`config.mk`:
```
export PLATFORM = sky130hd
export DESIGN_NAME = text_glyph_layout
export DESIGN_NICKNAME = d
export VERILOG_FILES = /design/src/design/tgl_pkg.sv /design/src/design/tgl_front.sv /design/src/design/tgl_queue.sv /design/src/design/tgl_back.sv /design/src/design/text_glyph_layout.sv
export SDC_FILE = /design/constraint.sdc
export NUM_CORES = 1
export LEC_CHECK = 0
export BUFFER_PORTS_ARGS = -buffer_cell sky130_fd_sc_hd__buf_2
export CAP_MARGIN = 20
export CORE_MARGIN = 2
export CORE_UTILIZATION = 60
export DETAILED_ROUTE_END_ITERATION = 10
export HOLD_SLACK_MARGIN = 0.02
export PLACE_DENSITY = 0.79
export SETUP_SLACK_MARGIN = 0.1
export SYNTH_ARGS = -nofsm -noshare
export SYNTH_HDL_FRONTEND = slang
export SYNTH_SLANG_ARGS = --single-unit
```
`constraint.sdc`:
```
create_clock -name clk -period 6.85 [get_ports clk]
set_input_delay 0.685 -clock clk [delete_from_list [all_inputs] [get_ports clk]]
set_output_delay 0.685 -clock clk [all_outputs]
set_load 0.03 [all_outputs]
```
`src/design/tgl_pkg.sv`:
```
// tgl_pkg: shared types, codes and constants for the text glyph layout block.
// Holds the command format passed from the byte parser to the draw sequencer.
// No dependencies.
package tgl_pkg;

	localparam logic [3:0] MAX_CARET_ZEROS = 4'd8;
	localparam int         QUEUE_DEPTH     = 4;

	localparam logic [1:0] ACT_BEGIN = 2'd0;
	localparam logic [1:0] ACT_TEXT  = 2'd1;
	localparam logic [1:0] ACT_END   = 2'd2;

	localparam logic [1:0] KIND_GLYPH = 2'd0;
	localparam logic [1:0] KIND_COLOR = 2'd1;
	localparam logic [1:0] KIND_DONE  = 2'd2;

	localparam logic [7:0] CH_NUL     = 8'h00;
	localparam logic [7:0] CH_NEWLINE = 8'h0A;
	localparam logic [7:0] CH_SPACE   = 8'h20;
	localparam logic [7:0] CH_ZERO    = 8'h30;
	localparam logic [7:0] CH_NINE    = 8'h39;
	localparam logic [7:0] CH_CARET   = 8'h5E;
	localparam logic [7:0] CH_ASCII_END = 8'h80;
	localparam logic [7:0] CH_LEAD_LO = 8'hC1;
	localparam logic [7:0] CH_LEAD_HI = 8'hF5;
	localparam logic [3:0] DIGIT_HI_NIBBLE  = 4'h3;
	localparam logic [3:0] ACCENT_HI_NIBBLE = 4'h8;

	localparam logic [15:0] ACCENT_TABLE [12] = '{
		16'hC381, 16'hC389, 16'hC38D, 16'hC393, 16'hC39A, 16'hC391,
		16'hC3A1, 16'hC3A9, 16'hC3AD, 16'hC3B3, 16'hC3BA, 16'hC3B1
	};

	typedef enum logic [1:0] {
		PRE_NONE,
		PRE_ACCENT,
		PRE_COLOR,
		PRE_FLUSH
	} pre_op_t;

	typedef enum logic [2:0] {
		MAIN_NONE,
		MAIN_BEGIN,
		MAIN_SPACE,
		MAIN_NEWLINE,
		MAIN_GLYPH,
		MAIN_DONE
	} main_op_t;

	typedef enum logic [2:0] {
		STEP_MAIN,
		STEP_ACCENT,
		STEP_COLOR,
		STEP_CARET,
		STEP_ZEROS,
		STEP_DIGIT
	} step_t;

	typedef struct packed {
		pre_op_t     pre;
		logic [7:0]  pre_tile;
		logic [3:0]  zeros;
		logic [3:0]  digit;
		main_op_t    main;
		logic [7:0]  tile;
		logic [15:0] org_x;
		logic [15:0] org_y;
	} cmd_t;

	typedef struct packed {
		logic [1:0]  kind;
		logic [7:0]  tile;
		logic [15:0] pos_x;
		logic [15:0] pos_y;
		logic [2:0]  color;
		logic [15:0] count;
		logic        last;
	} result_t;

	typedef struct packed {
		logic       hit;
		logic [3:0] idx;
	} accent_t;

	function automatic accent_t accent_lookup(input logic [15:0] v);
		accent_t r;
		r = '0;
		for (int i = 0; i < 12; i++) begin
			if (ACCENT_TABLE[i] == v) begin
				r.hit = 1'b1;
				r.idx = 4'(i);
			end
		end
		return r;
	endfunction

endpackage

```
`src/design/tgl_front.sv`:
```
// tgl_front: byte parser. Tracks caret codes and UTF-8 sequences and turns each
// accepted item into at most one draw command for the sequencer.
// Depends on tgl_pkg.
module tgl_front import tgl_pkg::*; (
	input  logic        clk,
	input  logic        arst_n,
	input  logic        in_valid,
	output logic        in_ready,
	input  logic [1:0]  action,
	input  logic [7:0]  byte_value,
	input  logic [15:0] origin_x,
	input  logic [15:0] origin_y,
	input  logic        q_full,
	output logic        push,
	output cmd_t        cmd
);

	logic       caret_pending_q, caret_pending_d;
	logic [3:0] zero_run_q, zero_run_d;
	logic [3:0] digit_q, digit_d;
	logic       utf_pending_q, utf_pending_d;
	logic [7:0] lead_q, lead_d;
	logic [2:0] cont_seen_q, cont_seen_d;
	logic [7:0] cont_byte_q, cont_byte_d;

	logic       acc;
	logic       is_end;
	logic       is_digit;
	logic       do_plain;
	logic [3:0] d;
	accent_t    acc_r;
	cmd_t       c;

	assign in_ready = !q_full;
	assign acc      = in_valid && !q_full;
	assign is_end   = (action == ACT_END) || (action == ACT_TEXT && byte_value == CH_NUL);
	assign is_digit = (byte_value >= CH_ZERO) && (byte_value <= CH_NINE);
	assign d        = byte_value[3:0];
	assign acc_r    = accent_lookup({lead_q, cont_byte_q});

	always_comb begin
		c               = '0;
		c.pre           = PRE_NONE;
		c.main          = MAIN_NONE;
		do_plain        = 1'b0;
		caret_pending_d = caret_pending_q;
		zero_run_d      = zero_run_q;
		digit_d         = digit_q;
		utf_pending_d   = utf_pending_q;
		lead_d          = lead_q;
		cont_seen_d     = cont_seen_q;
		cont_byte_d     = cont_byte_q;

		if (action == ACT_BEGIN) begin
			c.main          = MAIN_BEGIN;
			c.org_x         = origin_x;
			c.org_y         = origin_y;
			caret_pending_d = 1'b0;
			zero_run_d      = '0;
			digit_d         = '0;
			utf_pending_d   = 1'b0;
			lead_d          = '0;
			cont_seen_d     = '0;
			cont_byte_d     = '0;
		end else if (is_end) begin
			if (utf_pending_q) begin
				if (cont_seen_q == 3'd1 && acc_r.hit) begin
					c.pre      = PRE_ACCENT;
					c.pre_tile = {ACCENT_HI_NIBBLE, acc_r.idx};
				end
			end else if (caret_pending_q) begin
				if (digit_q != '0) begin
					c.pre   = PRE_COLOR;
					c.digit = digit_q;
				end else begin
					c.pre   = PRE_FLUSH;
					c.zeros = zero_run_q;
				end
			end
			c.main          = MAIN_DONE;
			caret_pending_d = 1'b0;
			zero_run_d      = '0;
			digit_d         = '0;
			utf_pending_d   = 1'b0;
			lead_d          = '0;
			cont_seen_d     = '0;
			cont_byte_d     = '0;
		end else if (action == ACT_TEXT) begin
			if (utf_pending_q) begin
				if (byte_value[7:6] == 2'b10) begin
					if (cont_seen_q == '0)
						cont_byte_d = byte_value;
					if (cont_seen_q != 3'd7)
						cont_seen_d = cont_seen_q + 3'd1;
				end else begin
					if (cont_seen_q == 3'd1 && acc_r.hit) begin
						c.pre      = PRE_ACCENT;
						c.pre_tile = {ACCENT_HI_NIBBLE, acc_r.idx};
					end
					utf_pending_d = 1'b0;
					lead_d        = '0;
					cont_seen_d   = '0;
					cont_byte_d   = '0;
					do_plain      = 1'b1;
				end
			end else if (caret_pending_q) begin
				if (is_digit && digit_q == '0 && d == '0 && zero_run_q < MAX_CARET_ZEROS) begin
					zero_run_d = zero_run_q + 4'd1;
				end else if (is_digit && digit_q == '0 && d >= 4'd1 && d <= 4'd8) begin
					digit_d = d;
				end else begin
					if (!is_digit && digit_q != '0) begin
						c.pre   = PRE_COLOR;
						c.digit = digit_q;
					end else begin
						c.pre   = PRE_FLUSH;
						c.zeros = zero_run_q;
						c.digit = digit_q;
					end
					caret_pending_d = 1'b0;
					zero_run_d      = '0;
					digit_d         = '0;
					do_plain        = 1'b1;
				end
			end else begin
				do_plain = 1'b1;
			end
		end

		if (do_plain) begin
			if (byte_value == CH_SPACE) begin
				c.main = MAIN_SPACE;
			end else if (byte_value == CH_NEWLINE) begin
				c.main = MAIN_NEWLINE;
			end else if (byte_value == CH_CARET) begin
				caret_pending_d = 1'b1;
				zero_run_d      = '0;
				digit_d         = '0;
			end else if (byte_value < CH_ASCII_END) begin
				c.main = MAIN_GLYPH;
				c.tile = byte_value;
			end else if (byte_value > CH_LEAD_LO && byte_value < CH_LEAD_HI) begin
				utf_pending_d = 1'b1;
				lead_d        = byte_value;
				cont_seen_d   = '0;
				cont_byte_d   = '0;
			end
		end
	end

	assign cmd  = c;
	assign push = acc && (c.pre != PRE_NONE || c.main != MAIN_NONE);

	always_ff @(posedge clk or negedge arst_n) begin
		if (!arst_n) begin
			caret_pending_q <= 1'b0;
			zero_run_q      <= '0;
			digit_q         <= '0;
			utf_pending_q   <= 1'b0;
			lead_q          <= '0;
			cont_seen_q     <= '0;
			cont_byte_q     <= '0;
		end else if (acc) begin
			caret_pending_q <= caret_pending_d;
			zero_run_q      <= zero_run_d;
			digit_q         <= digit_d;
			utf_pending_q   <= utf_pending_d;
			lead_q          <= lead_d;
			cont_seen_q     <= cont_seen_d;
			cont_byte_q     <= cont_byte_d;
		end
	end

endmodule

```
`src/design/tgl_queue.sv`:
```
// tgl_queue: small command FIFO between the byte parser and the draw sequencer.
// Depth from tgl_pkg::QUEUE_DEPTH; head entry is read directly.
// Depends on tgl_pkg.
module tgl_queue import tgl_pkg::*; (
	input  logic clk,
	input  logic arst_n,
	input  logic push,
	input  cmd_t push_cmd,
	input  logic pop,
	output cmd_t head,
	output logic not_empty,
	output logic full
);

	localparam int PTR_W = (QUEUE_DEPTH > 1) ? $clog2(QUEUE_DEPTH) : 1;
	localparam int CNT_W = $clog2(QUEUE_DEPTH + 1);
	localparam logic [PTR_W-1:0] PTR_LAST = PTR_W'(QUEUE_DEPTH - 1);
	localparam logic [CNT_W-1:0] CNT_FULL = CNT_W'(QUEUE_DEPTH);

	cmd_t             entry_q [QUEUE_DEPTH];
	logic [PTR_W-1:0] wr_ptr_q, rd_ptr_q;
	logic [CNT_W-1:0] count_q;

	assign head      = entry_q[rd_ptr_q];
	assign not_empty = (count_q != '0);
	assign full      = (count_q == CNT_FULL);

	always_ff @(posedge clk) begin
		if (push)
			entry_q[wr_ptr_q] <= push_cmd;
	end

	always_ff @(posedge clk or negedge arst_n) begin
		if (!arst_n) begin
			wr_ptr_q <= '0;
			rd_ptr_q <= '0;
			count_q  <= '0;
		end else begin
			if (push)
				wr_ptr_q <= (wr_ptr_q == PTR_LAST) ? '0 : wr_ptr_q + PTR_W'(1);
			if (pop)
				rd_ptr_q <= (rd_ptr_q == PTR_LAST) ? '0 : rd_ptr_q + PTR_W'(1);
			if (push && !pop)
				count_q <= count_q + CNT_W'(1);
			else if (pop && !push)
				count_q <= count_q - CNT_W'(1);
		end
	end

endmodule

```
`src/design/tgl_back.sv`:
```
// tgl_back: draw sequencer. Expands one command into glyph, colour and done
// results, keeps the cursor and the character count, and holds the result register.
// Depends on tgl_pkg.
module tgl_back import tgl_pkg::*; (
	input  logic       clk,
	input  logic       arst_n,
	input  logic [6:0] glyph_step,
	input  logic       q_valid,
	input  cmd_t       q_cmd,
	output logic       q_pop,
	output logic       res_valid,
	output result_t    res,
	input  logic       res_ready
);

	logic        busy_q;
	step_t       step_q, step_d, step_first;
	logic [3:0]  zeros_q, zeros_d;
	logic [3:0]  digit_q;
	logic [7:0]  pre_tile_q;
	main_op_t    main_q;
	logic [7:0]  tile_q;
	logic [15:0] org_x_q, org_y_q;

	logic [15:0] cur_x_q, cur_y_q, line_x_q, count_q;
	logic        res_valid_q;
	result_t     res_q;

	logic        adv, finish, load;
	logic        main_silent;
	logic        emit, move_x, bump, set_org, new_line, clear_count;
	result_t     e;
	logic [15:0] step_ext;

	assign step_ext    = {9'b0, glyph_step};
	assign adv         = busy_q && (!res_valid_q || res_ready);
	assign finish      = adv && (step_q == STEP_MAIN);
	assign load        = q_valid && (!busy_q || finish);
	assign q_pop       = load;
	assign main_silent = (main_q == MAIN_NONE) || (main_q == MAIN_BEGIN) ||
	                     (main_q == MAIN_SPACE) || (main_q == MAIN_NEWLINE);

	always_comb begin
		unique case (q_cmd.pre)
			PRE_ACCENT: step_first = STEP_ACCENT;
			PRE_COLOR:  step_first = STEP_COLOR;
			PRE_FLUSH:  step_first = STEP_CARET;
			default:    step_first = STEP_MAIN;
		endcase
	end

	// next step
	always_comb begin
		step_d  = STEP_MAIN;
		zeros_d = zeros_q;
		unique case (step_q)
			STEP_CARET: begin
				if (zeros_q != '0)
					step_d = STEP_ZEROS;
				else if (digit_q != '0)
					step_d = STEP_DIGIT;
			end
			STEP_ZEROS: begin
				zeros_d = zeros_q - 4'd1;
				if (zeros_q != 4'd1)
					step_d = STEP_ZEROS;
				else if (digit_q != '0)
					step_d = STEP_DIGIT;
			end
			default: step_d = STEP_MAIN;
		endcase
	end

	// step outputs
	always_comb begin
		emit        = 1'b0;
		move_x      = 1'b0;
		bump        = 1'b0;
		set_org     = 1'b0;
		new_line    = 1'b0;
		clear_count = 1'b0;
		e           = '0;
		e.pos_x     = cur_x_q;
		e.pos_y     = cur_y_q;
		unique case (step_q)
			STEP_ACCENT: begin
				emit   = 1'b1;
				move_x = 1'b1;
				bump   = 1'b1;
				e.kind = KIND_GLYPH;
				e.tile = pre_tile_q;
				e.last = main_silent;
			end
			STEP_COLOR: begin
				emit    = 1'b1;
				e.kind  = KIND_COLOR;
				e.color = digit_q[2:0];
				e.last  = main_silent;
			end
			STEP_CARET, STEP_ZEROS, STEP_DIGIT: begin
				emit   = 1'b1;
				move_x = 1'b1;
				bump   = 1'b1;
				e.kind = KIND_GLYPH;
				if (step_q == STEP_CARET)
					e.tile = CH_CARET;
				else if (step_q == STEP_ZEROS)
					e.tile = CH_ZERO;
				else
					e.tile = {DIGIT_HI_NIBBLE, digit_q};
				e.last = (step_d == STEP_MAIN) && main_silent;
			end
			STEP_MAIN: begin
				case (main_q)
					MAIN_BEGIN: set_org = 1'b1;
					MAIN_SPACE: begin
						move_x = 1'b1;
						bump   = 1'b1;
					end
					MAIN_NEWLINE: begin
						new_line = 1'b1;
						bump     = 1'b1;
					end
					MAIN_GLYPH: begin
						emit   = 1'b1;
						move_x = 1'b1;
						bump   = 1'b1;
						e.kind = KIND_GLYPH;
						e.tile = tile_q;
						e.last = 1'b1;
					end
					MAIN_DONE: begin
						emit        = 1'b1;
						clear_count = 1'b1;
						e.kind      = KIND_DONE;
						e.count     = count_q;
						e.last      = 1'b1;
					end
					default: emit = 1'b0;
				endcase
			end
			default: emit = 1'b0;
		endcase
	end

	always_ff @(posedge clk or negedge arst_n) begin
		if (!arst_n) begin
			busy_q <= 1'b0;
			step_q <= STEP_MAIN;
		end else if (load) begin
			busy_q <= 1'b1;
			step_q <= step_first;
		end else if (finish) begin
			busy_q <= 1'b0;
		end else if (adv) begin
			step_q <= step_d;
		end
	end

	always_ff @(posedge clk) begin
		if (load) begin
			zeros_q    <= q_cmd.zeros;
			digit_q    <= q_cmd.digit;
			pre_tile_q <= q_cmd.pre_tile;
			main_q     <= q_cmd.main;
			tile_q     <= q_cmd.tile;
			org_x_q    <= q_cmd.org_x;
			org_y_q    <= q_cmd.org_y;
		end else if (adv) begin
			zeros_q <= zeros_d;
		end
	end

	always_ff @(posedge clk or negedge arst_n) begin
		if (!arst_n) begin
			cur_x_q  <= '0;
			cur_y_q  <= '0;
			line_x_q <= '0;
			count_q  <= '0;
		end else if (adv) begin
			if (set_org) begin
				cur_x_q  <= org_x_q;
				cur_y_q  <= org_y_q;
				line_x_q <= org_x_q;
				count_q  <= '0;
			end else begin
				if (move_x)
					cur_x_q <= cur_x_q + step_ext;
				if (new_line) begin
					cur_x_q <= line_x_q;
					cur_y_q <= cur_y_q + step_ext;
				end
				if (clear_count)
					count_q <= '0;
				else if (bump && count_q != 16'hFFFF)
					count_q <= count_q + 16'd1;
			end
		end
	end

	always_ff @(posedge clk or negedge arst_n) begin
		if (!arst_n)
			res_valid_q <= 1'b0;
		else if (adv && emit)
			res_valid_q <= 1'b1;
		else if (res_ready)
			res_valid_q <= 1'b0;
	end

	always_ff @(posedge clk) begin
		if (adv && emit)
			res_q <= e;
	end

	assign res_valid = res_valid_q;
	assign res       = res_q;

endmodule

```
`src/design/text_glyph_layout.sv`:
```
// text_glyph_layout: top level. Byte parser -> command queue -> draw sequencer,
// plus the glyph_step register.
// Depends on tgl_pkg, tgl_front, tgl_queue, tgl_back.
//
// channel    direction  signals                              contents
// s_axis     in         tvalid tready tdata[39:0] tuser[1:0] text item
// m_axis     out        tvalid tready tdata[63:0] tuser[1:0] tlast  draw event
// cfg        in         cfg_wen cfg_wdata[6:0]                glyph_step write
//
// The parser takes one item per cycle while the 4-entry command queue has room.
// The first result of an item passes the queue entry, the sequencer command registers and the result register.
// The sequencer takes one step per result, plus one step with no result for a space,
// newline or begin, or for a caret or UTF-8 prefix followed by nothing drawn.
// An m_axis stall holds the sequencer; the input stalls once the queue is full.
// Reset clears the cursor, count and parse state; glyph_step returns to 8.
module text_glyph_layout import tgl_pkg::*; (
	input  logic        clk,
	input  logic        arst_n,
	input  logic        s_axis_tvalid,
	output logic        s_axis_tready,
	input  logic [39:0] s_axis_tdata,   // byte_value[7:0], origin_x[23:8], origin_y[39:24]
	input  logic [1:0]  s_axis_tuser,   // action[1:0]
	output logic        m_axis_tvalid,
	input  logic        m_axis_tready,
	output logic [63:0] m_axis_tdata,   // tile[7:0], pos_x[23:8], pos_y[39:24], red_on[40],
	                                    // green_on[41], blue_on[42], char_count[58:43], zero
	output logic [1:0]  m_axis_tuser,   // kind[1:0]
	output logic        m_axis_tlast,   // last
	input  logic        cfg_wen,
	input  logic [6:0]  cfg_wdata
);

	logic [6:0] glyph_step_q;
	logic       q_full, q_push, q_pop, q_not_empty;
	cmd_t       push_cmd, head_cmd;
	result_t    res;

	always_ff @(posedge clk or negedge arst_n) begin
		if (!arst_n)
			glyph_step_q <= 7'd8;
		else if (cfg_wen)
			glyph_step_q <= cfg_wdata;
	end

	tgl_front u_front (
		.clk        (clk),
		.arst_n     (arst_n),
		.in_valid   (s_axis_tvalid),
		.in_ready   (s_axis_tready),
		.action     (s_axis_tuser),
		.byte_value (s_axis_tdata[7:0]),
		.origin_x   (s_axis_tdata[23:8]),
		.origin_y   (s_axis_tdata[39:24]),
		.q_full     (q_full),
		.push       (q_push),
		.cmd        (push_cmd)
	);

	tgl_queue u_queue (
		.clk       (clk),
		.arst_n    (arst_n),
		.push      (q_push),
		.push_cmd  (push_cmd),
		.pop       (q_pop),
		.head      (head_cmd),
		.not_empty (q_not_empty),
		.full      (q_full)
	);

	tgl_back u_back (
		.clk        (clk),
		.arst_n     (arst_n),
		.glyph_step (glyph_step_q),
		.q_valid    (q_not_empty),
		.q_cmd      (head_cmd),
		.q_pop      (q_pop),
		.res_valid  (m_axis_tvalid),
		.res        (res),
		.res_ready  (m_axis_tready)
	);

	assign m_axis_tdata = {5'b0, res.count, res.color[2], res.color[1], res.color[0],
	                       res.pos_y, res.pos_x, res.tile};
	assign m_axis_tuser = res.kind;
	assign m_axis_tlast = res.last;

endmodule
```
# After elaboration in Yosys (flattened, before gate mapping)
# Memories as Yosys holds them, arrays and structs flattened.
# Index checks and enable logic that the tools add are counted.
# totals
mem_bits_rw	244
elab_cells	340
mem_count	1
inputBits	54
register_bits	233
output_inout_bits	69
# classes
n_mux	181
n_addsub	10
n_eq_ne	39
reduce_logical	69
order_cmp	8
# mem_list
name	words	word_bits	rd	rd_ports_with_merged_regs	write_ports	line_no	source
u_queue.entry_q	4	61	1	0	1	tgl_queue.sv:20	cmd_t entry_q [QUEUE_DEPTH];
# ops
operator	n
8-bit 2-to-1 mux	34
16-bit equality test, first input constant	12
16-bit 2-to-1 mux	8
4-bit 2-to-1 mux	29
3-bit 2-to-1 mux	24
5-bit 2-to-1 mux	12
18-bit 2-to-1 mux	3
1-bit 2-to-1 mux	47
11-bit 2-to-1 mux	3
16-bit by 7-bit adder with 16-bit output	2
32-bit 2-to-1 mux	1
8-bit one-hot mux with 3 select lines	1
1-bit logical AND	20
2-bit 2-to-1 mux	9
16-bit by 1-bit adder with 16-bit output, second input constant	1
8-bit < comparator, second input constant	2
16-bit inequality test, second input constant	1
3-bit equality test, second input constant	5
2-bit AND reduction	7
2-bit nonzero test	7
2-bit equality test, second input constant	6
3-bit by 2-bit equality test with 1-bit output, second input constant	4
3-bit logical NOT	4
3-bit nonzero test	4
other kinds (37)	61

# Logic depth before layout (Yosys ltp)
# Gate-level depths: netlist of the first run.
# logic_depth
word_depth	27
depth_mapped	13

# Hierarchy
# From an unflattened synthesis of the first run, not the netlist that was laid out.
# unflattened
hier_cells	1395
hier_area_um2	20589.7
# modules_own_cells
mod	cells_per_inst	seq_area_each_um2	area_each_um2	instances
tgl_queue	356	7502.2	9291.4	1
tgl_back	703	5360.1	8435.6	1
tgl_front	315	725.7	2528.7	1
text_glyph_layout	21	176.4	334.1	1

# Least setup slack after synthesis of the first run
# No wires, ideal clock.
# synth_timing
path_kind	input port to flip-flop
startpoint	input m_axis_tready
endpoint	register u_back.res_q (netlist bit u_back.res[0]) (enable)
n_path_buf	1
path_slack_ns	0.573
required_time_ns	6.273
setup_time_ns	0.577
stages	5
arrival_ns	5.700
cell_sequence	inv_1 nand2_1 nand2_1 clkbuf_1 a211oi_1
# synth_between
elab_chain_len	3
# synth_rtl
item	line_no	source
start: declaration	text_glyph_layout.sv:24	input logic m_axis_tready,
1-bit logical OR	tgl_back.sv:36	assign adv = busy_q && (!res_valid_q || res_ready);
1-bit logical AND	tgl_back.sv:36	
1-bit logical AND	tgl_back.sv:211	if (adv && emit)
end signal: assignment	tgl_back.sv:212	res_q <= e;
end: declaration	tgl_back.sv:27	result_t res_q;
# No other way between the ends.
# A chain may end at the register's enable or synchronous reset.

# Final worst setup path of the first run
# layout_timing
startpoint	register u_front.cont_byte_q[0]
endpoint	register u_queue.count_q[2]
# layout_between
elab_chain_len	26
elab_cells_between_ends	40
cone_classes	eq/ne: 12; mux: 20; reduce/logical: 8
# layout_rtl
item	line_no	source
start: declaration	tgl_front.sv:24	logic [7:0] cont_byte_q, cont_byte_d;
start signal: assignment	tgl_front.sv:170	cont_byte_q <= cont_byte_d;
16-bit equality test	tgl_pkg.sv:89	if (ACCENT_TABLE[i] == v) begin
5-bit 2-to-1 mux (11 in a row)	tgl_pkg.sv:89	
5-bit 2-to-1 mux (*)	tgl_pkg.sv:89	
1-bit logical AND (*)	tgl_front.sv:67, tgl_front.sv:96	
9-bit 2-to-1 mux (*)	tgl_front.sv:67, tgl_front.sv:96	
10-bit 2-to-1 mux	tgl_front.sv:90	if (byte_value[7:6] == 2'b10) begin
2-bit 2-to-1 mux	tgl_front.sv:89	if (utf_pending_q) begin
18-bit 2-to-1 mux	tgl_front.sv:88	end else if (action == ACT_TEXT) begin
18-bit 2-to-1 mux (*)	tgl_front.sv:65	end else if (is_end) begin
18-bit 2-to-1 mux (*)	tgl_front.sv:54	if (action == ACT_BEGIN) begin
2-bit nonzero test (*)	tgl_front.sv:152	assign push = acc && (c.pre != PRE_NONE || c.main != MAIN_NONE);
1-bit logical OR (*)	tgl_front.sv:152	
1-bit logical AND (*)	tgl_front.sv:152	
named net q_push	text_glyph_layout.sv:34	logic q_full, q_push, q_pop, q_not_empty;
1-bit logical NOT	tgl_queue.sv:45	else if (pop && !push)
1-bit logical AND	tgl_queue.sv:45	
2-bit nonzero test (no line)	-	
end signal: assignment	tgl_queue.sv:44	count_q <= count_q + CNT_W'(1);
end signal: assignment	tgl_queue.sv:46	count_q <= count_q - CNT_W'(1);
end: declaration	tgl_queue.sv:22	logic [CNT_W-1:0] count_q;
# The timed path passes the listed nets; every way through them passes the cells marked *.

==> flow_metrics.env, run 1 <==
export IMPL_outcome="complete, no violations"
export IMPL_synth_area_per_cell_sq_um=14.7
export IMPL_yosysWarningCount=0
export IMPL_avgRoutedWirePerCell_microns=20.6
export IMPL_yosysMostFrequentCell="edfxtp_1"
export IMPL_dieWidth_microns=184
export IMPL_p_comb_frac=0.306
export IMPL_drv_slew=0
export IMPL_stdcell_count=1927
export IMPL_clkPwrFrac=0.254
export IMPL_nets=1533
export IMPL_core_area_sq_um=32300
export IMPL_postCtsSetupBuffers=0
export IMPL_cp_max_fo=9
export IMPL_clock_sinks=457
export IMPL_grt_util_met2=0.377
export IMPL_grt_busiest_layer="met2"
export IMPL_dp_hpwl_mm=25.0
export IMPL_dp_slack_ps=2990
export IMPL_final_area_sq_um=22100
export IMPL_clock_latency_ps=560
export IMPL_wl_mm=39.7
export IMPL_grt_use_total=0.239
export IMPL_cp_common_cell="xor2_1"
export IMPL_whs_ps=195
export IMPL_setup_tns_ps=0
export IMPL_critical_path_class="flip-flop to flip-flop"
export IMPL_power_frac_seq=0.440
export IMPL_fillerInstances=2129
export IMPL_clkTransAtPathRegs_ps=60
export IMPL_crit_path_max_incr_delay_ps=770
export IMPL_dr_pass1_iters=5
export IMPL_via_per_inst=6.01
export IMPL_layout_min_cycle_time_ps=3650
export IMPL_grt_max_degree=60
export IMPL_drtIter0Drc=967
export IMPL_irDropWorstVdd_v=0.000231
export IMPL_syn_inst=1333
export IMPL_synthToLayoutAreaGrowth_pct=13.1
export IMPL_synth_area_sq_um=19500
export IMPL_dp_cells=1841
export IMPL_critPathCaptureType="flip-flop"
export IMPL_cts_repair_resized=0
export IMPL_drc_errors=0
export IMPL_required_ps=7320
export IMPL_placed_cell_area_sq_um=20500
export IMPL_cts_hold_buffers=0
export IMPL_hold_viol=0
export IMPL_slowest_stage="a2111oi_0"
export IMPL_grt_setup_unrepaired="false"
export IMPL_cts_tree="yes"
export IMPL_drive_above_1_share=0.217
export IMPL_die_h_microns=184
export IMPL_synth_area_leaders="edfxtp_1, dfrtp_1, mux4_2"
export IMPL_skew_ps=14.8
export IMPL_ys_seq_area_frac=0.674
export IMPL_timing_critical_path_cells="nand4b_1, nand2b_1, a2111oi_0, a221oi_1, o21bai_2, a31oi_4, ha_1, inv_1, fa_1, xor2_1, nor2_1, xor2_1"
export IMPL_gp_congestion=0.882
export IMPL_min_path_type="input port to asynchronous set/reset pin"
export IMPL_yosys_cell_types_count=88
export IMPL_critPathBufInv=1
export IMPL_clockRootBuffer="clkbuf_16"
export IMPL_htreeDepth=2
export IMPL_ys_flop_type="edfxtp_1"
export IMPL_grt_overflow=0
export IMPL_worstMarginPinSlew_ps=1060
export IMPL_synth_common_cells="edfxtp_1, dfrtp_1, nand2_1, o21ai_0, a21oi_1"
export IMPL_grt_pass1_wl_mm=62.5
export IMPL_grt_pass1_vias=11258
export IMPL_swShare=0.343
export IMPL_finalSetupViolCount=0
export IMPL_power_density_nw_per_um2=461
export IMPL_antenna_found_initial=1
export IMPL_p_sw_uw=3490
export IMPL_die_area_sq_um=34000
export IMPL_antenna_left=0
export IMPL_grtUsageMet1=0.347
export IMPL_synth_top_area_cell="edfxtp_1"
export IMPL_io_buffers=117
export IMPL_met3_usage=0.0415
export IMPL_cts_made_buffers=45
export IMPL_synth_seq_cells=457
export IMPL_crit_family="compound AO/OA/AOI/OAI gates"
export IMPL_cap_viol_max_count=0
export IMPL_setup_ws_ps=3200
export IMPL_clockBufferDepth=3
export IMPL_fmax_mhz=274
export IMPL_relSlewSlack=0.296
export IMPL_synth_top_cell_area_share=0.530
export IMPL_vias=11587
export IMPL_ios=123
export IMPL_crit_arrival_ps=4120
export IMPL_start_util=0.605
export IMPL_fin_crit_sh=0.534
export IMPL_rows=66
export IMPL_leakagePower_uw=0.00834
export IMPL_critPathLaunchType="flip-flop"
export IMPL_p_int_uw=6680
export IMPL_synthArstFlopShare=0.245
export IMPL_synth_edf_count=345
==> logic make-up after synthesis <==
logic type | Yosys count | synth area share
XOR/XNOR | 10 | 0.00448
adder cells (fa/ha/maj) | 31 | 0.0210
other | 1 | 0.000192
buffers and inverters | 93 | 0.0201
AND/OR/NAND/NOR | 376 | 0.102
AO/OA/AOI/OAI | 259 | 0.0854
multiplexers | 106 | 0.0932
flip-flops | 457 | 0.674
==> state kept, by name (all words and copies together), names as in the netlist, 5 cells and up <==
name / count
u_back.org_x_q: 16
u_back.res: 62
u_back.count_q: 16
u_front.lead_q: 8
u_front.cont_byte_q: 8
u_back.cur_x_q: 16
u_back.org_y_q: 16
glyph_step_q: 7
u_back.tile_q: 7
u_back.line_x_q: 16
u_queue.entry_q: 228
u_back.pre_tile_q: 5
u_back.cur_y_q: 16
==> per-stage QoR <==
stage,total power [uW],utilization
2_1_floorplan,6740,-
3_3_place_gp,7470,0.635
3_5_place_dp,7610,0.635
4_1_cts,10200,0.684
5_1_grt,10700,0.684
6_report,10200,0.684
==> cells in the final DEF, fill, tap and decap left out, types with 10 or more instances in the layout <==
master     instances
mux2i_1           18
nor3_1            27
and2_1            55
buf_2            116
o21ai_0           76
a21oi_1           69
dfrtp_1          109
mux2_2            29
inv_1             28
mux4_2            57
a22o_1            17
clkbuf_16         46
nand2_1           96
and3_1            22
o22ai_1           11
nand3_1           24
nor2_1            65
ha_1              28
buf_4             10
nor2b_1           15
edfxtp_1         345
nand2b_1          12
a21o_1            14
==> per-layer routing <==
layer  vias to the layer above  part of all wire
li1                       5319                 -
met1                      5776              0.44
met2                       423              0.48
met3                        69             0.059
met4                         0             0.022
met5                         -                 0
==> power groups by stage <==
stage / sequential (uW) / combinational (uW) / clock, uW
final: 4480 / 3110 / 2580
after global placement: 4470 / 3000 / 0
after detailed placement: 4510 / 3100 / 0
after CTS: 4480 / 3130 / 2610
after floorplan: 4750 / 2000 / 0
after global routing: 4560 / 3400 / 2710
==> final timing paths <==
path / cells past startpoint / slack [ps] / to / start
max in group asynchronous: 2 / 5290 / u_queue.rd_ptr_q[0]$_DFFE_PN0P_ / arst_n
min reg2reg: 0 / 460 / u_back.res[46]$_DFFE_PP_ / u_back.cur_x_q[10]$_DFFE_PN0P_
max reg2reg: 12 / 3200 / u_queue.count_q[2]$_DFFE_PN0P_ / u_front.cont_byte_q[0]$_DFFE_PN0P_
min in group clk: 3 / 360 / glyph_step_q[1]$_DFFE_PN0P_ / cfg_wdata[1]
min: 1 / 190 / u_back.cur_x_q[5]$_DFFE_PN0P_ / arst_n
max: 12 / 3200 / u_queue.count_q[2]$_DFFE_PN0P_ / u_front.cont_byte_q[0]$_DFFE_PN0P_
==> cell type report <==
cell class / instances / area (sq um) / area share
Sequential cell: 457 / 13200 / 0.596
Multi-Input combinational cell: 787 / 6010 / 0.272
Clock buffer: 57 / 1230 / 0.0558
Timing Repair Buffer: 128 / 666 / 0.0301
Tap cell: 442 / 553 / 0.0250
Clock inverter: 26 / 342 / 0.0155
Inverter: 29 / 109 / 0.00493
Antenna cell: 1 / 2.50 / 0.000113
Note: power is estimated with default switching activity, not from simulation.
==> run 2: changes to the inputs <==
--- a/config.mk
+++ b/config.mk
@@ -8,10 +8,10 @@
 export BUFFER_PORTS_ARGS = -buffer_cell sky130_fd_sc_hd__buf_2
 export CAP_MARGIN = 20
 export CORE_MARGIN = 2
-export CORE_UTILIZATION = 60
+export CORE_UTILIZATION = 55
 export DETAILED_ROUTE_END_ITERATION = 10
 export HOLD_SLACK_MARGIN = 0.02
-export PLACE_DENSITY = 0.79
+export PLACE_DENSITY = 0.76
 export SETUP_SLACK_MARGIN = 0.1
 export SYNTH_ARGS = -nofsm -noshare
 export SYNTH_HDL_FRONTEND = slang
==> constraint.sdc (replaced) <==
create_clock -name clk -period 3 [get_ports clk]
set_input_delay 0.3 -clock clk [delete_from_list [all_inputs] [get_ports clk]]
set_output_delay 0.3 -clock clk [all_outputs]
set_load 0.03 [all_outputs]
==> run 2 against run 1 <==
Net effect: critical path depth down 1; combinational power up 140%; largest cell class unchanged; non-clock buffer count up 70; critical path type unchanged; hold slack worse by 130 ps; utilization down 3.7 points.
==> flow_metrics.env, run 2 (synthesis results as in run 1) <==
export IMPL_critPathCaptureType="flip-flop"
export IMPL_reg2reg_slack_ps=140
export IMPL_setup_ws_ps=140
export IMPL_n_antenna_cell=0
export IMPL_drc_errors=0
export IMPL_placed_cell_area_sq_um=21100
export IMPL_core_area_sq_um=35300
export IMPL_leakagePower_uw=0.00875
export IMPL_wl_mm=40.3
export IMPL_clock_latency_ps=580
export IMPL_clkTransAtPathRegs_ps=60
export IMPL_hold_viol=0
export IMPL_skew_ps=11.5
export IMPL_die_h_microns=192
export IMPL_io_buffers=117
export IMPL_wl_met2_mm=19.3
export IMPL_ios=123
export IMPL_min_path_type="input port to flip-flop"
export IMPL_dp_hpwl_mm=26.3
export IMPL_rows=69
export IMPL_power_density_nw_per_um2=1020
export IMPL_gp_congestion=0.881
export IMPL_outcome="complete, no violations"
export IMPL_grt_max_degree=52
export IMPL_largest_reg_flops=228
export IMPL_grt_pass1_wl_mm=62.9
export IMPL_clockBufferDepth=3
export IMPL_dr_pass1_iters=5
export IMPL_crit_arrival_ps=3330
export IMPL_drtIter0Drc=822
export IMPL_fin_crit_sh=0.953
export IMPL_avgRoutedWirePerCell_microns=20.0
export IMPL_timing_critical_path_cells="nor4_2, buf_4, and3_4, nand2_4, a22o_4, nor3_4, a31oi_4, ha_2, inv_2, fa_2, mux2_4"
export IMPL_dp_slack_ps=-56.0
export IMPL_met1_length_mm=17.6
export IMPL_antenna_left=0
export IMPL_vias=11710
export IMPL_drive_above_1_share=0.256
export IMPL_top_register="u_queue.entry_q"
export IMPL_grt_overflow=0
export IMPL_multi_input_area_sq_um=6120
export IMPL_route_top_layer_used="met5"
export IMPL_critPathLaunchType="flip-flop"
export IMPL_layout_min_cycle_time_ps=2860
export IMPL_layout_common_cells="edfxtp_1, buf_2, dfrtp_1, nand2_1, o21ai_0"
export IMPL_slowest_stage="dfrtp_1"
export IMPL_hold_end="glyph_step_q[1]$_DFFE_PN0P_"
export IMPL_nets=1604
export IMPL_cp_max_fo=4
export IMPL_grt_use_total=0.222
export IMPL_drv_slew=0
export IMPL_wl_met3_mm=2.47
export IMPL_fmax_mhz=350
export IMPL_htreeDepth=2
export IMPL_relSlewSlack=0.474
export IMPL_die_area_sq_um=37000
export IMPL_via_per_inst=5.81
export IMPL_grt_setup_unrepaired="true"
export IMPL_cts_tree="yes"
export IMPL_cap_viol_max_count=0
export IMPL_grt_pass1_vias=11456
export IMPL_fillerInstances=2487
export IMPL_critical_path_class="flip-flop to flip-flop"
export IMPL_crit_path_max_incr_delay_ps=410
export IMPL_antenna_found_initial=1
export IMPL_finalSetupViolCount=0
export IMPL_irDropWorstVdd_v=0.000603
export IMPL_reg2reg_from="u_front.digit_q[2]$_DFFE_PN0P_"
export IMPL_hold_path_depth=2
export IMPL_clockRootBuffer="clkbuf_16"
export IMPL_mostFrequentLayoutCell="edfxtp_1"
export IMPL_worstMarginPinSlew_ps=790
export IMPL_synthToLayoutAreaGrowth_pct=17.0
export IMPL_min_from="cfg_wen"
export IMPL_final_area_sq_um=22900
export IMPL_clock_sinks=457
export IMPL_dieWidth_microns=192
export IMPL_seq_area_sq_um=13200
export IMPL_cts_made_buffers=46
export IMPL_start_util=0.553
export IMPL_r2r_end="u_queue.count_q[1]$_DFFE_PN0P_"
export IMPL_required_ps=3470
export IMPL_ff2ff_path_depth=11
-- run 2: metal layers --
layer | vias to the layer above | track usage
met5 | - | 0
li1 | 5470 | -
met1 | 5810 | 0.323
met2 | 355 | 0.346
met4 | 2 | 0.0743
met3 | 73 | 0.0371
-- run 2: how the worst max path moves through the flow --
stage | startpoint | to | slack [ps] | cells after the start
after global routing | u_front.digit_q[2]$_DFFE_PN0P_ | u_queue.count_q[1]$_DFFE_PN0P_ | 20 | 11
after global placement | s_axis_tdata[5] | u_queue.count_q[2]$_DFFE_PN0P_ | -20 | 13
final | u_front.digit_q[2]$_DFFE_PN0P_ | u_queue.count_q[1]$_DFFE_PN0P_ | 140 | 11
after detailed placement | s_axis_tdata[5] | u_queue.count_q[2]$_DFFE_PN0P_ | -60 | 13
after floorplan | s_axis_tdata[5] | u_queue.entry_q[0][0]$_DFFE_PP_ | 40 | 8
after CTS | u_front.digit_q[2]$_DFFE_PN0P_ | u_queue.count_q[2]$_DFFE_PN0P_ | 90 | 13
-- run 2: repair_timing --
action	4_1_cts	5_1_grt
hold buffers	9	0
setup buffers	0	9
setup endpoints to repair	2	103
gates resized for setup	3	13
endpoints found under the hold margin	52	0
pin swaps	1	12
-- run 2: power by group --
part	internal, uW	leakage [uW]	switching, uW
registers	9140	0.00471	1000
clock network	3260	0.000739	2410
logic	2890	0.00329	4620
total	15300	0.00875	8040
-- run 2: metrics by stage --
| step | hold slack, ps | setup TNS [ps] | power [uW] | util | std cells |
|---|---|---|---|---|---|
| after floorplan | 4.41 | 0 | 15300 | - | 1337 |
| after global placement | 368 | -21.5 | 17400 | 0.598 | 1914 |
| after detailed placement | 376 | -56.0 | 17700 | 0.598 | 1914 |
| after CTS | 36.2 | 0 | 23500 | 0.644 | 2008 |
| after global routing | 82.5 | 0 | 24600 | 0.647 | 2017 |
| final | 64.7 | 0 | 23300 | 0.647 | 2017 |
-- run 2: critical path: cells and delay by family, from the launching register on --
family / cells / cell delay (ps)
simple gates: 4 / 810
fa+ha+maj: 2 / 620
flops: 1 / 410
compound gates: 2 / 400
mux: 1 / 270
buf+inv: 2 / 240
-- run 2: layout make-up --
type | count | share of cell area
inverter | 29 | 0.00476
multi-input combinational | 787 | 0.268
tap | 461 | 0.0252
timing repair buffer | 198 | 0.0599
clock buffer | 58 | 0.0550
clock inverter | 27 | 0.0113
sequential | 457 | 0.576
